## src/design/ehcs_pkg.sv

```systemverilog
// ----------------------------------------------------------------------------
// ehcs_pkg
// Shared types, constants and the key text for the header compression scanner.
// ----------------------------------------------------------------------------
package ehcs_pkg;

    localparam int OFFSET_BITS = 32;
    localparam int CFG_W       = 32;
    localparam int BYTE_W      = 8;
    // compare width for offset, length and size sums, with carry room
    localparam int CMP_W       = ((OFFSET_BITS > CFG_W) ? OFFSET_BITS : CFG_W) + 2;

    localparam logic [OFFSET_BITS-1:0] MAGIC_LAST_OFF = OFFSET_BITS'(7);
    localparam logic [OFFSET_BITS-1:0] OFFSET_MAX     = {OFFSET_BITS{1'b1}};

    localparam logic [3:0] KEY_LEN      = 4'd11;
    localparam logic [3:0] NAME_POS_MAX = 4'd12;
    localparam logic [1:0] SIZE_LAST    = 2'd3;

    typedef struct packed {
        logic              emit;
        logic              found;
        logic [BYTE_W-1:0] code;
    } ehcs_result_t;

    // "compression", one character per name position
    function automatic logic [BYTE_W-1:0] key_char(input logic [3:0] pos);
        logic [BYTE_W-1:0] c;
        case (pos)
            4'd0:    c = 8'h63; // c
            4'd1:    c = 8'h6f; // o
            4'd2:    c = 8'h6d; // m
            4'd3:    c = 8'h70; // p
            4'd4:    c = 8'h72; // r
            4'd5:    c = 8'h65; // e
            4'd6:    c = 8'h73; // s
            4'd7:    c = 8'h73; // s
            4'd8:    c = 8'h69; // i
            4'd9:    c = 8'h6f; // o
            4'd10:   c = 8'h6e; // n
            default: c = 8'h00;
        endcase
        return c;
    endfunction

endpackage

```

## src/design/ehcs_if.sv

```systemverilog
// ----------------------------------------------------------------------------
// ehcs_if
// Valid/ready channel interfaces: byte stream, scan result and config write.
// ----------------------------------------------------------------------------
interface ehcs_byte_if;
    logic       valid;
    logic       ready;
    logic [7:0] data_byte;
    logic       last_byte;

    modport source (output valid, output data_byte, output last_byte, input ready);
    modport sink   (input valid, input data_byte, input last_byte, output ready);
endinterface

interface ehcs_result_if;
    logic       valid;
    logic       ready;
    logic       found;
    logic [7:0] compression_code;

    modport source (output valid, output found, output compression_code, input ready);
    modport sink   (input valid, input found, input compression_code, output ready);
endinterface

interface ehcs_cfg_if;
    logic        valid;
    logic        ready;
    logic [31:0] data;

    modport source (output valid, output data, input ready);
    modport sink   (input valid, input data, output ready);
endinterface

```

## src/design/ehcs_scan.sv

```systemverilog
// ----------------------------------------------------------------------------
// ehcs_scan
// Header walker: tracks phase, offset, name match and size for each byte.
// ----------------------------------------------------------------------------
module ehcs_scan
    import ehcs_pkg::*;
(
    input  logic                    clk,
    input  logic                    rst_n,
    input  logic                    byte_accept,
    input  logic [BYTE_W-1:0]       data_byte,
    input  logic                    last_byte,
    input  logic                    cfg_we,
    input  logic [CFG_W-1:0]        cfg_data,
    output ehcs_result_t            result
);

    typedef enum logic [2:0] {
        PH_MAGIC       = 3'd0,
        PH_NAME        = 3'd1,
        PH_TYPE        = 3'd2,
        PH_SIZE        = 3'd3,
        PH_VALUE_FIRST = 3'd4,
        PH_VALUE_SKIP  = 3'd5
    } phase_t;

    phase_t                 phase_reg, phase_next;
    logic [OFFSET_BITS-1:0] offset_reg, offset_next;
    logic [3:0]             name_pos_reg, name_pos_next;
    logic                   name_match_reg, name_match_next;
    logic [CFG_W-1:0]       size_acc_reg, size_acc_next;
    logic [1:0]             size_cnt_reg, size_cnt_next;
    logic [CFG_W-1:0]       value_left_reg, value_left_next;
    logic                   answer_reg, answer_next;
    logic [CFG_W-1:0]       stream_length_reg;

    logic [CMP_W-1:0]       off_ext;
    logic [CMP_W-1:0]       len_ext;
    logic [CFG_W-1:0]       size_full;
    logic                   past_end;
    logic                   overrun;
    logic                   emit;
    logic                   found;
    logic [BYTE_W-1:0]      code;
    logic [CFG_W-1:0]       value_dec;

    assign off_ext   = CMP_W'(offset_reg);
    assign len_ext   = CMP_W'(stream_length_reg);
    assign past_end  = off_ext >= len_ext;
    assign size_full = size_acc_reg | (CFG_W'(data_byte) << {size_cnt_reg, 3'b000});
    assign overrun   = (CMP_W'(size_full) + off_ext + CMP_W'(1)) > len_ext;
    assign value_dec = (value_left_reg != '0) ? value_left_reg - CFG_W'(1) : value_left_reg;

    always_comb
    begin
        phase_next      = phase_reg;
        offset_next     = offset_reg;
        name_pos_next   = name_pos_reg;
        name_match_next = name_match_reg;
        size_acc_next   = size_acc_reg;
        size_cnt_next   = size_cnt_reg;
        value_left_next = value_left_reg;
        answer_next     = answer_reg;
        emit            = 1'b0;
        found           = 1'b0;
        code            = '0;

        if (!answer_reg)
        begin
            if (past_end)
            begin
                emit = 1'b1;
            end
            else
            begin
                case (phase_reg)
                    PH_MAGIC:
                    begin
                        if (offset_reg == MAGIC_LAST_OFF)
                        begin
                            phase_next      = PH_NAME;
                            name_pos_next   = '0;
                            name_match_next = 1'b1;
                        end
                    end
                    PH_NAME:
                    begin
                        if (data_byte == '0)
                        begin
                            // empty name ends the header
                            if (name_pos_reg == '0)
                            begin
                                emit = 1'b1;
                            end
                            else
                            begin
                                name_match_next = name_match_reg && (name_pos_reg == KEY_LEN);
                                phase_next      = PH_TYPE;
                            end
                        end
                        else
                        begin
                            if (!(name_pos_reg < KEY_LEN && data_byte == key_char(name_pos_reg)))
                            begin
                                name_match_next = 1'b0;
                            end
                            if (name_pos_reg < NAME_POS_MAX)
                            begin
                                name_pos_next = name_pos_reg + 4'd1;
                            end
                        end
                    end
                    PH_TYPE:
                    begin
                        if (data_byte == '0)
                        begin
                            phase_next    = PH_SIZE;
                            size_acc_next = '0;
                            size_cnt_next = '0;
                        end
                    end
                    PH_SIZE:
                    begin
                        size_acc_next = size_full;
                        if (size_cnt_reg == SIZE_LAST)
                        begin
                            if (size_full[CFG_W-1] || overrun)
                            begin
                                emit = 1'b1;
                            end
                            else if (name_match_reg && size_full != '0)
                            begin
                                phase_next = PH_VALUE_FIRST;
                            end
                            else if (size_full == '0)
                            begin
                                phase_next      = PH_NAME;
                                name_pos_next   = '0;
                                name_match_next = 1'b1;
                            end
                            else
                            begin
                                value_left_next = size_full;
                                phase_next      = PH_VALUE_SKIP;
                            end
                        end
                        else
                        begin
                            size_cnt_next = size_cnt_reg + 2'd1;
                        end
                    end
                    PH_VALUE_FIRST:
                    begin
                        emit  = 1'b1;
                        found = 1'b1;
                        code  = data_byte;
                    end
                    PH_VALUE_SKIP:
                    begin
                        value_left_next = value_dec;
                        if (value_dec == '0)
                        begin
                            phase_next      = PH_NAME;
                            name_pos_next   = '0;
                            name_match_next = 1'b1;
                        end
                    end
                    default:
                    begin
                        emit = 1'b1;
                    end
                endcase
            end
            if (emit)
            begin
                answer_next = 1'b1;
            end
            offset_next = (offset_reg != OFFSET_MAX) ? offset_reg + OFFSET_BITS'(1) : OFFSET_MAX;
        end

        // end of file: report not-found if undecided, then rearm
        if (last_byte)
        begin
            if (!answer_next)
            begin
                emit  = 1'b1;
                found = 1'b0;
                code  = '0;
            end
            phase_next      = PH_MAGIC;
            offset_next     = '0;
            name_pos_next   = '0;
            name_match_next = 1'b1;
            size_acc_next   = '0;
            size_cnt_next   = '0;
            value_left_next = '0;
            answer_next     = 1'b0;
        end
    end

    assign result.emit  = byte_accept && emit;
    assign result.found = found;
    assign result.code  = code;

    always_ff @(posedge clk or negedge rst_n)
    begin
        if (!rst_n)
        begin
            phase_reg         <= PH_MAGIC;
            offset_reg        <= '0;
            name_pos_reg      <= '0;
            name_match_reg    <= 1'b1;
            size_acc_reg      <= '0;
            size_cnt_reg      <= '0;
            value_left_reg    <= '0;
            answer_reg        <= 1'b0;
            stream_length_reg <= '0;
        end
        else
        begin
            if (byte_accept)
            begin
                phase_reg      <= phase_next;
                offset_reg     <= offset_next;
                name_pos_reg   <= name_pos_next;
                name_match_reg <= name_match_next;
                size_acc_reg   <= size_acc_next;
                size_cnt_reg   <= size_cnt_next;
                value_left_reg <= value_left_next;
                answer_reg     <= answer_next;
            end
            if (cfg_we)
            begin
                stream_length_reg <= cfg_data;
            end
        end
    end

    // once answered, the offset holds until the file ends
    a_offset_frozen: assert property (@(posedge clk) disable iff (!rst_n)
        byte_accept && answer_reg && !last_byte |=> $stable(offset_reg))
        else $error("offset advanced after the answer was given");

    // a found result comes only from the first value byte
    a_found_phase: assert property (@(posedge clk) disable iff (!rst_n)
        result.emit && result.found |-> phase_reg == PH_VALUE_FIRST && !answer_reg)
        else $error("found reported outside the first value byte");

    // last byte rearms the walker
    a_rearm: assert property (@(posedge clk) disable iff (!rst_n)
        byte_accept && last_byte |=> phase_reg == PH_MAGIC && offset_reg == '0 && !answer_reg)
        else $error("scanner not rearmed after last byte");

    // at most one result per file
    a_one_result: assert property (@(posedge clk) disable iff (!rst_n)
        byte_accept && answer_reg && !last_byte |-> !result.emit)
        else $error("second result in one file");

endmodule

```

## src/design/ehcs_out_reg.sv

```systemverilog
// ----------------------------------------------------------------------------
// ehcs_out_reg
// Result register: holds one result until the sink takes it.
// ----------------------------------------------------------------------------
module ehcs_out_reg
    import ehcs_pkg::*;
(
    input  logic                 clk,
    input  logic                 rst_n,
    input  ehcs_result_t         result,
    output logic                 can_load,
    output logic                 out_valid,
    input  logic                 out_ready,
    output logic                 out_found,
    output logic [BYTE_W-1:0]    out_code
);

    logic              valid_reg;
    logic              found_reg;
    logic [BYTE_W-1:0] code_reg;

    // free when empty or draining this cycle
    assign can_load  = !valid_reg || out_ready;
    assign out_valid = valid_reg;
    assign out_found = found_reg;
    assign out_code  = code_reg;

    always_ff @(posedge clk or negedge rst_n)
    begin
        if (!rst_n)
        begin
            valid_reg <= 1'b0;
        end
        else if (result.emit)
        begin
            valid_reg <= 1'b1;
        end
        else if (out_ready)
        begin
            valid_reg <= 1'b0;
        end
    end

    always_ff @(posedge clk)
    begin
        if (result.emit)
        begin
            found_reg <= result.found;
            code_reg  <= result.code;
        end
    end

    // never overwrite a result that is still waiting
    a_no_overwrite: assert property (@(posedge clk) disable iff (!rst_n)
        result.emit |-> can_load)
        else $error("result overwritten before transaction");

    // not-found always carries a zero code
    a_zero_code: assert property (@(posedge clk) disable iff (!rst_n)
        valid_reg && !found_reg |-> code_reg == '0)
        else $error("nonzero code on not-found result");

    // a loaded result is presented on the next cycle
    a_load_valid: assert property (@(posedge clk) disable iff (!rst_n)
        result.emit |=> valid_reg)
        else $error("loaded result not presented");

endmodule

```

## src/design/exr_header_compression_scan_top.sv

```systemverilog
// Result: registered; it appears in the cycle after its deciding byte is taken.
// Throughput: one byte per cycle; the byte input stalls only while a result waits
// in the output register and the sink is not ready.
// Reset: rst_n clears the walker, the output register and stream_length (to 0);
// a transaction with last_byte set rearms the walker and keeps stream_length.
// ----------------------------------------------------------------------------
// exr_header_compression_scan_top
// Scans an image file byte stream for the compression header attribute.
// ----------------------------------------------------------------------------
module exr_header_compression_scan_top
    import ehcs_pkg::*;
(
    input  logic                 clk,
    input  logic                 rst_n,
    ehcs_byte_if.sink            bytes,
    ehcs_result_if.source        result,
    ehcs_cfg_if.sink             cfg
);

    ehcs_result_t scan_result;
    logic         can_load;
    logic         byte_accept;

    assign bytes.ready = can_load;
    assign byte_accept = bytes.valid && can_load;
    assign cfg.ready   = 1'b1;

    ehcs_scan u_scan (
        .clk         (clk),
        .rst_n       (rst_n),
        .byte_accept (byte_accept),
        .data_byte   (bytes.data_byte),
        .last_byte   (bytes.last_byte),
        .cfg_we      (cfg.valid),
        .cfg_data    (cfg.data),
        .result      (scan_result)
    );

    ehcs_out_reg u_out_reg (
        .clk       (clk),
        .rst_n     (rst_n),
        .result    (scan_result),
        .can_load  (can_load),
        .out_valid (result.valid),
        .out_ready (result.ready),
        .out_found (result.found),
        .out_code  (result.compression_code)
    );

endmodule
```

## src/flat_wrapper.sv

```systemverilog
// flat-port wrapper written by rule: the top's interface ports become plain ports
module exr_header_compression_scan_top_flat import ehcs_pkg::*;
  (clk, rst_n, bytes_valid, bytes_data_byte, bytes_last_byte, bytes_ready, result_valid, result_found, result_compression_code, result_ready, cfg_valid, cfg_data, cfg_ready);
  ehcs_byte_if bytes_i ();
  ehcs_result_if result_i ();
  ehcs_cfg_if cfg_i ();
  input  logic clk;
  input  logic rst_n;
  input wire logic [$bits(bytes_i.valid)-1:0] bytes_valid;
  input wire logic [$bits(bytes_i.data_byte)-1:0] bytes_data_byte;
  input wire logic [$bits(bytes_i.last_byte)-1:0] bytes_last_byte;
  output wire logic [$bits(bytes_i.ready)-1:0] bytes_ready;
  output wire logic [$bits(result_i.valid)-1:0] result_valid;
  output wire logic [$bits(result_i.found)-1:0] result_found;
  output wire logic [$bits(result_i.compression_code)-1:0] result_compression_code;
  input wire logic [$bits(result_i.ready)-1:0] result_ready;
  input wire logic [$bits(cfg_i.valid)-1:0] cfg_valid;
  input wire logic [$bits(cfg_i.data)-1:0] cfg_data;
  output wire logic [$bits(cfg_i.ready)-1:0] cfg_ready;
  assign bytes_i.valid = bytes_valid;
  assign bytes_i.data_byte = bytes_data_byte;
  assign bytes_i.last_byte = bytes_last_byte;
  assign bytes_ready = bytes_i.ready;
  assign result_valid = result_i.valid;
  assign result_found = result_i.found;
  assign result_compression_code = result_i.compression_code;
  assign result_i.ready = result_ready;
  assign cfg_i.valid = cfg_valid;
  assign cfg_i.data = cfg_data;
  assign cfg_ready = cfg_i.ready;
  exr_header_compression_scan_top u_core (.clk(clk), .rst_n(rst_n), .bytes(bytes_i), .result(result_i), .cfg(cfg_i));
endmodule
```

## config.mk

```make
export PLATFORM = sky130hd
export DESIGN_NAME = exr_header_compression_scan_top_flat
export DESIGN_NICKNAME = d
export VERILOG_FILES = /design/src/design/ehcs_pkg.sv /design/src/design/ehcs_if.sv /design/src/design/ehcs_scan.sv /design/src/design/ehcs_out_reg.sv /design/src/design/exr_header_compression_scan_top.sv /design/src/flat_wrapper.sv
export SDC_FILE = /design/constraint.sdc
export NUM_CORES = 1
export LEC_CHECK = 0
export BUFFER_PORTS_ARGS = -buffer_cell sky130_fd_sc_hd__buf_2
export CORE_ASPECT_RATIO = 0.75
export CORE_MARGIN = 5
export CORE_UTILIZATION = 63
export CTS_CLUSTER_DIAMETER = 50
export DETAILED_ROUTE_END_ITERATION = 8
export GPL_TIMING_DRIVEN = 0
export HOLD_SLACK_MARGIN = 0.12
export PLACE_DENSITY = 0.8
export SLEW_MARGIN = 15
export SYNTH_ARGS = -nofsm -noshare
export SYNTH_HDL_FRONTEND = slang
export SYNTH_SLANG_ARGS = --single-unit
```

## constraint.sdc

```tcl
create_clock -name clk -period 7.2 [get_ports clk]
set_input_delay 0.36 -clock clk [delete_from_list [all_inputs] [get_ports clk]]
set_output_delay 0.36 -clock clk [all_outputs]
set_load 0.03 [all_outputs]
```

==> impl_metrics.tcl <==
set metrics [dict create \
    ys_seq_area_share_pct 32.3 \
    n_antenna_cell 0 \
    ioPinCount 58 \
    slew_violations 0 \
    start_util_pct 63.7 \
    clock_latency_ns 0.44 \
    mostFrequentLayoutCells "173 x o21ai_0, 159 x nand2_1, 147 x a21oi_1" \
    ys.flop_type "dfrtp_1" \
    dp.cells 1788 \
    cts.path.max_buffers 2 \
    wire_per_inst_um 20.8 \
    cts.sinks 149 \
    area_growth_pct 11.2 \
    io_buffers 55 \
    ir_drop_uv 249 \
    crit_type "flip-flop to flip-flop" \
    rrSetupSlack_ns 0.37 \
    met1_length_mm 16.2 \
    drive_gt1_share_pct 8.83 \
    hp-class "input pin to flip-flop" \
    postRouteWirelength_mm 37.9 \
    met3_length_mm 5.54 \
    cts_buffers 17 \
    min_period_ns 6.83 \
    synth_edf_count 9 \
    syn-num-nets 1639 \
    final_util_pct 70.8 \
    die_width_um 167 \
    hold_violations 0 \
    p_leak_nw 6.09 \
    grt_start_max_net_pins 85 \
    dpl.hpwl_mm 28.7 \
    cap_violations 0 \
    grt_usage_pct 35.6 \
    grt_pass1_vias 11100 \
    htreeDepth 4 \
    highest_layer "met4" \
    holdPathStages 3 \
    synthDistinctLibCells 72 \
    finalNonFillerCells 1821 \
    cts_tree "built" \
    max_freq_ghz 0.146 \
    skew_ns 0.0129 \
    antenna_found_initial 0 \
    critPathCaptureType "flip-flop" \
    firstDrtPassIters 6 \
    fp.dieH_um 128 \
    regToRegEndpoint "u_core.u_scan.value_left_reg[21]$_DFFE_PN0P_" \
    grt_pass1_wl_mm 60.6 \
    ys_ff_latch 149 \
    outcome "finished, final reports clean" \
    drt_iter0_drc 1545 \
    r2r-start "u_core.u_scan.size_cnt_reg[0]$_DFFE_PN0P_" \
    vias 11900 \
    clockRootBuffer "clkbuf_16" \
    drc 0 \
    min_from "cfg_data[6]" \
    required_ns 7.55 \
    syn_area_per_cell_um2 7.87 \
    final_common_cell "o21ai_0" \
    cp.arrival_ns 7.17 \
    cp-start-kind "flip-flop" \
    ant_nets 0 \
    synth_area_leader_cell "dfrtp_1" \
    nFillCells 1506 \
    cellPowerDensity_nw_per_um2 269 \
    wl_met2_mm 15.3 \
    setup_violations 0 \
    syn_area_um2 11700 \
    postSynthCellCount 1485 \
    vias_per_cell 6.55 \
    yosys_warnings 0 \
    finalCritPeriodShare_pct 94.8 \
    coreArea_um2 18300 \
    nets 1715 \
    die_area_um2 21400 \
    synth_area_leaders "dfrtp_1 30%, ha_1 11%, o21ai_0 7.4%" \
    synth_top_area_share_pct 29.8 \
    worst_pin_slew_ns 1.07 \
    whs_endpoint "u_core.u_scan.stream_length_reg[6]$_DFFE_PN0P_" \
    grt-ovfl-total 0 \
    crit_fanout 10 \
    clkSlewWorstSetupHoldPaths_ns 0.07 \
    relSlewSlack_pct 28.2 \
    rows 43 \
    async_flop_share_pct 94.0 \
    reg2reg_depth 26 \
    gp_congestion 1.03 \
]
-- final cells by class --
class	count	area, um2	area share [%]
inverter	114	428	3.29
clock buffer	20	457	3.51
buffer	62	260	2.00
sequential	149	3770	29.0
timing repair buffer	57	323	2.48
tap	247	309	2.38
clock inverter	12	166	1.28
multi-input combinational	1160	7280	56.0
-- per-stage QoR --
stage	power, W	cell area (um2)	setup WS [ns]	hold WS, ns	setup TNS (ns)
after floorplan	0.00203	11700	1.70	0.0644	0
after global placement	0.00243	12300	0.446	0.459	0
after detailed placement	0.00245	12300	0.308	0.311	0
after CTS	0.00343	12900	0.237	0.123	0
after global routing	0.00369	13000	-0.00953	0.142	-0.0288
final	0.00350	13000	0.374	0.131	0
-- logic make-up after synthesis --
logic type / count (synthesis) / share of synthesized area, %
buffers and inverters: 176 / 5.88
AND/OR/NAND/NOR: 515 / 22.1
flip-flops: 149 / 32.3
adder cells (fa/ha/maj): 108 / 11.6
multiplexers: 8 / 0.728
AO/OA/AOI/OAI: 489 / 24.4
other: 1 / 0.0321
XOR/XNOR: 39 / 2.92
-- critical path: stages, from the launching register on --
cell and delay [ns]:
dfrtp_1 0.53, nor2_4 0.14, a21oi_1 0.42, inv_1 0.13, ha_1 0.36, o21a_1 0.12, o21ai_0 0.29, a21oi_1 0.12
o21a_1 0.16, a31o_2 0.29, a31oi_1 0.23, nor2_1 0.07, a211o_1 0.27, a21oi_1 0.17, xnor2_1 0.08, ha_1 0.32
nand4_1 0.19, nor4b_1 0.52, nand3b_1 0.29, o211ai_1 0.34, nand4_1 0.17, o21ai_2 0.28, o311ai_2 0.37, nand2b_1 0.26
buf_2 0.20, buf_4 0.20, o21ai_0 0.20
-- what timing repair did --
item	in CTS	in global routing
endpoints found under the hold margin	56	0
endpoints found under the setup margin	0	40
hold buffers	1	0
setup buffers	0	0
resized for setup	0	15
-- worst max path at each step --
stage / start / endpoint / slack, ns / cells after the start
after floorplan: u_core.u_scan.size_cnt_reg[0]$_DFFE_PN0P_ / u_core.u_out_reg.out_code[0]$_DFFE_PP_ / 1.70 / 25
after global routing: u_core.u_scan.size_cnt_reg[0]$_DFFE_PN0P_ / u_core.u_scan.value_left_reg[21]$_DFFE_PN0P_ / -0.01 / 27
after global placement: u_core.u_scan.size_cnt_reg[0]$_DFFE_PN0P_ / u_core.u_scan.value_left_reg[0]$_DFFE_PN0P_ / 0.45 / 25
after detailed placement: u_core.u_scan.size_cnt_reg[0]$_DFFE_PN0P_ / u_core.u_out_reg.out_code[3]$_DFFE_PP_ / 0.31 / 25
final: u_core.u_scan.size_cnt_reg[0]$_DFFE_PN0P_ / u_core.u_scan.value_left_reg[21]$_DFFE_PN0P_ / 0.37 / 26
after CTS: u_core.u_scan.size_cnt_reg[0]$_DFFE_PN0P_ / u_core.u_out_reg.out_code[1]$_DFFE_PP_ / 0.24 / 25
-- where the power goes --
part	total [W]	internal (W)	switching [W]
clock	0.000967	0.000571	0.000396
sequential	0.00101	0.000931	0.0000766
combinational	0.00153	0.000479	0.00105
total	0.00350	0.00198	0.00152
-- metal layers --
| layer | track usage (%) | vias to the layer above |
|---|---|---|
| met5 | 0 | - |
| met4 | 10.5 | 0 |
| met3 | 13.9 | 84 |
| met2 | 49.0 | 774 |
| met1 | 51.9 | 5543 |
| li1 | - | 5529 |
-- cell usage after synthesis, types with 10 or more instances --
cell type and instances:
and2_1 17, ha_1 107, nand2_1 159, xnor2_1 31, a211oi_1 12, nor3_1 44
a21o_1 14, o22ai_1 10, o21a_1 13, nand4_1 31, clkbuf_1 47, dfrtp_1 139
nor4_1 28, o21ai_0 173, nand2b_1 10, and3_1 17, nand3_1 30, a21oi_1 154
inv_1 114, a31oi_1 19, nor2_1 115, o31ai_1 42
Power figures use the tool's default switching activity.
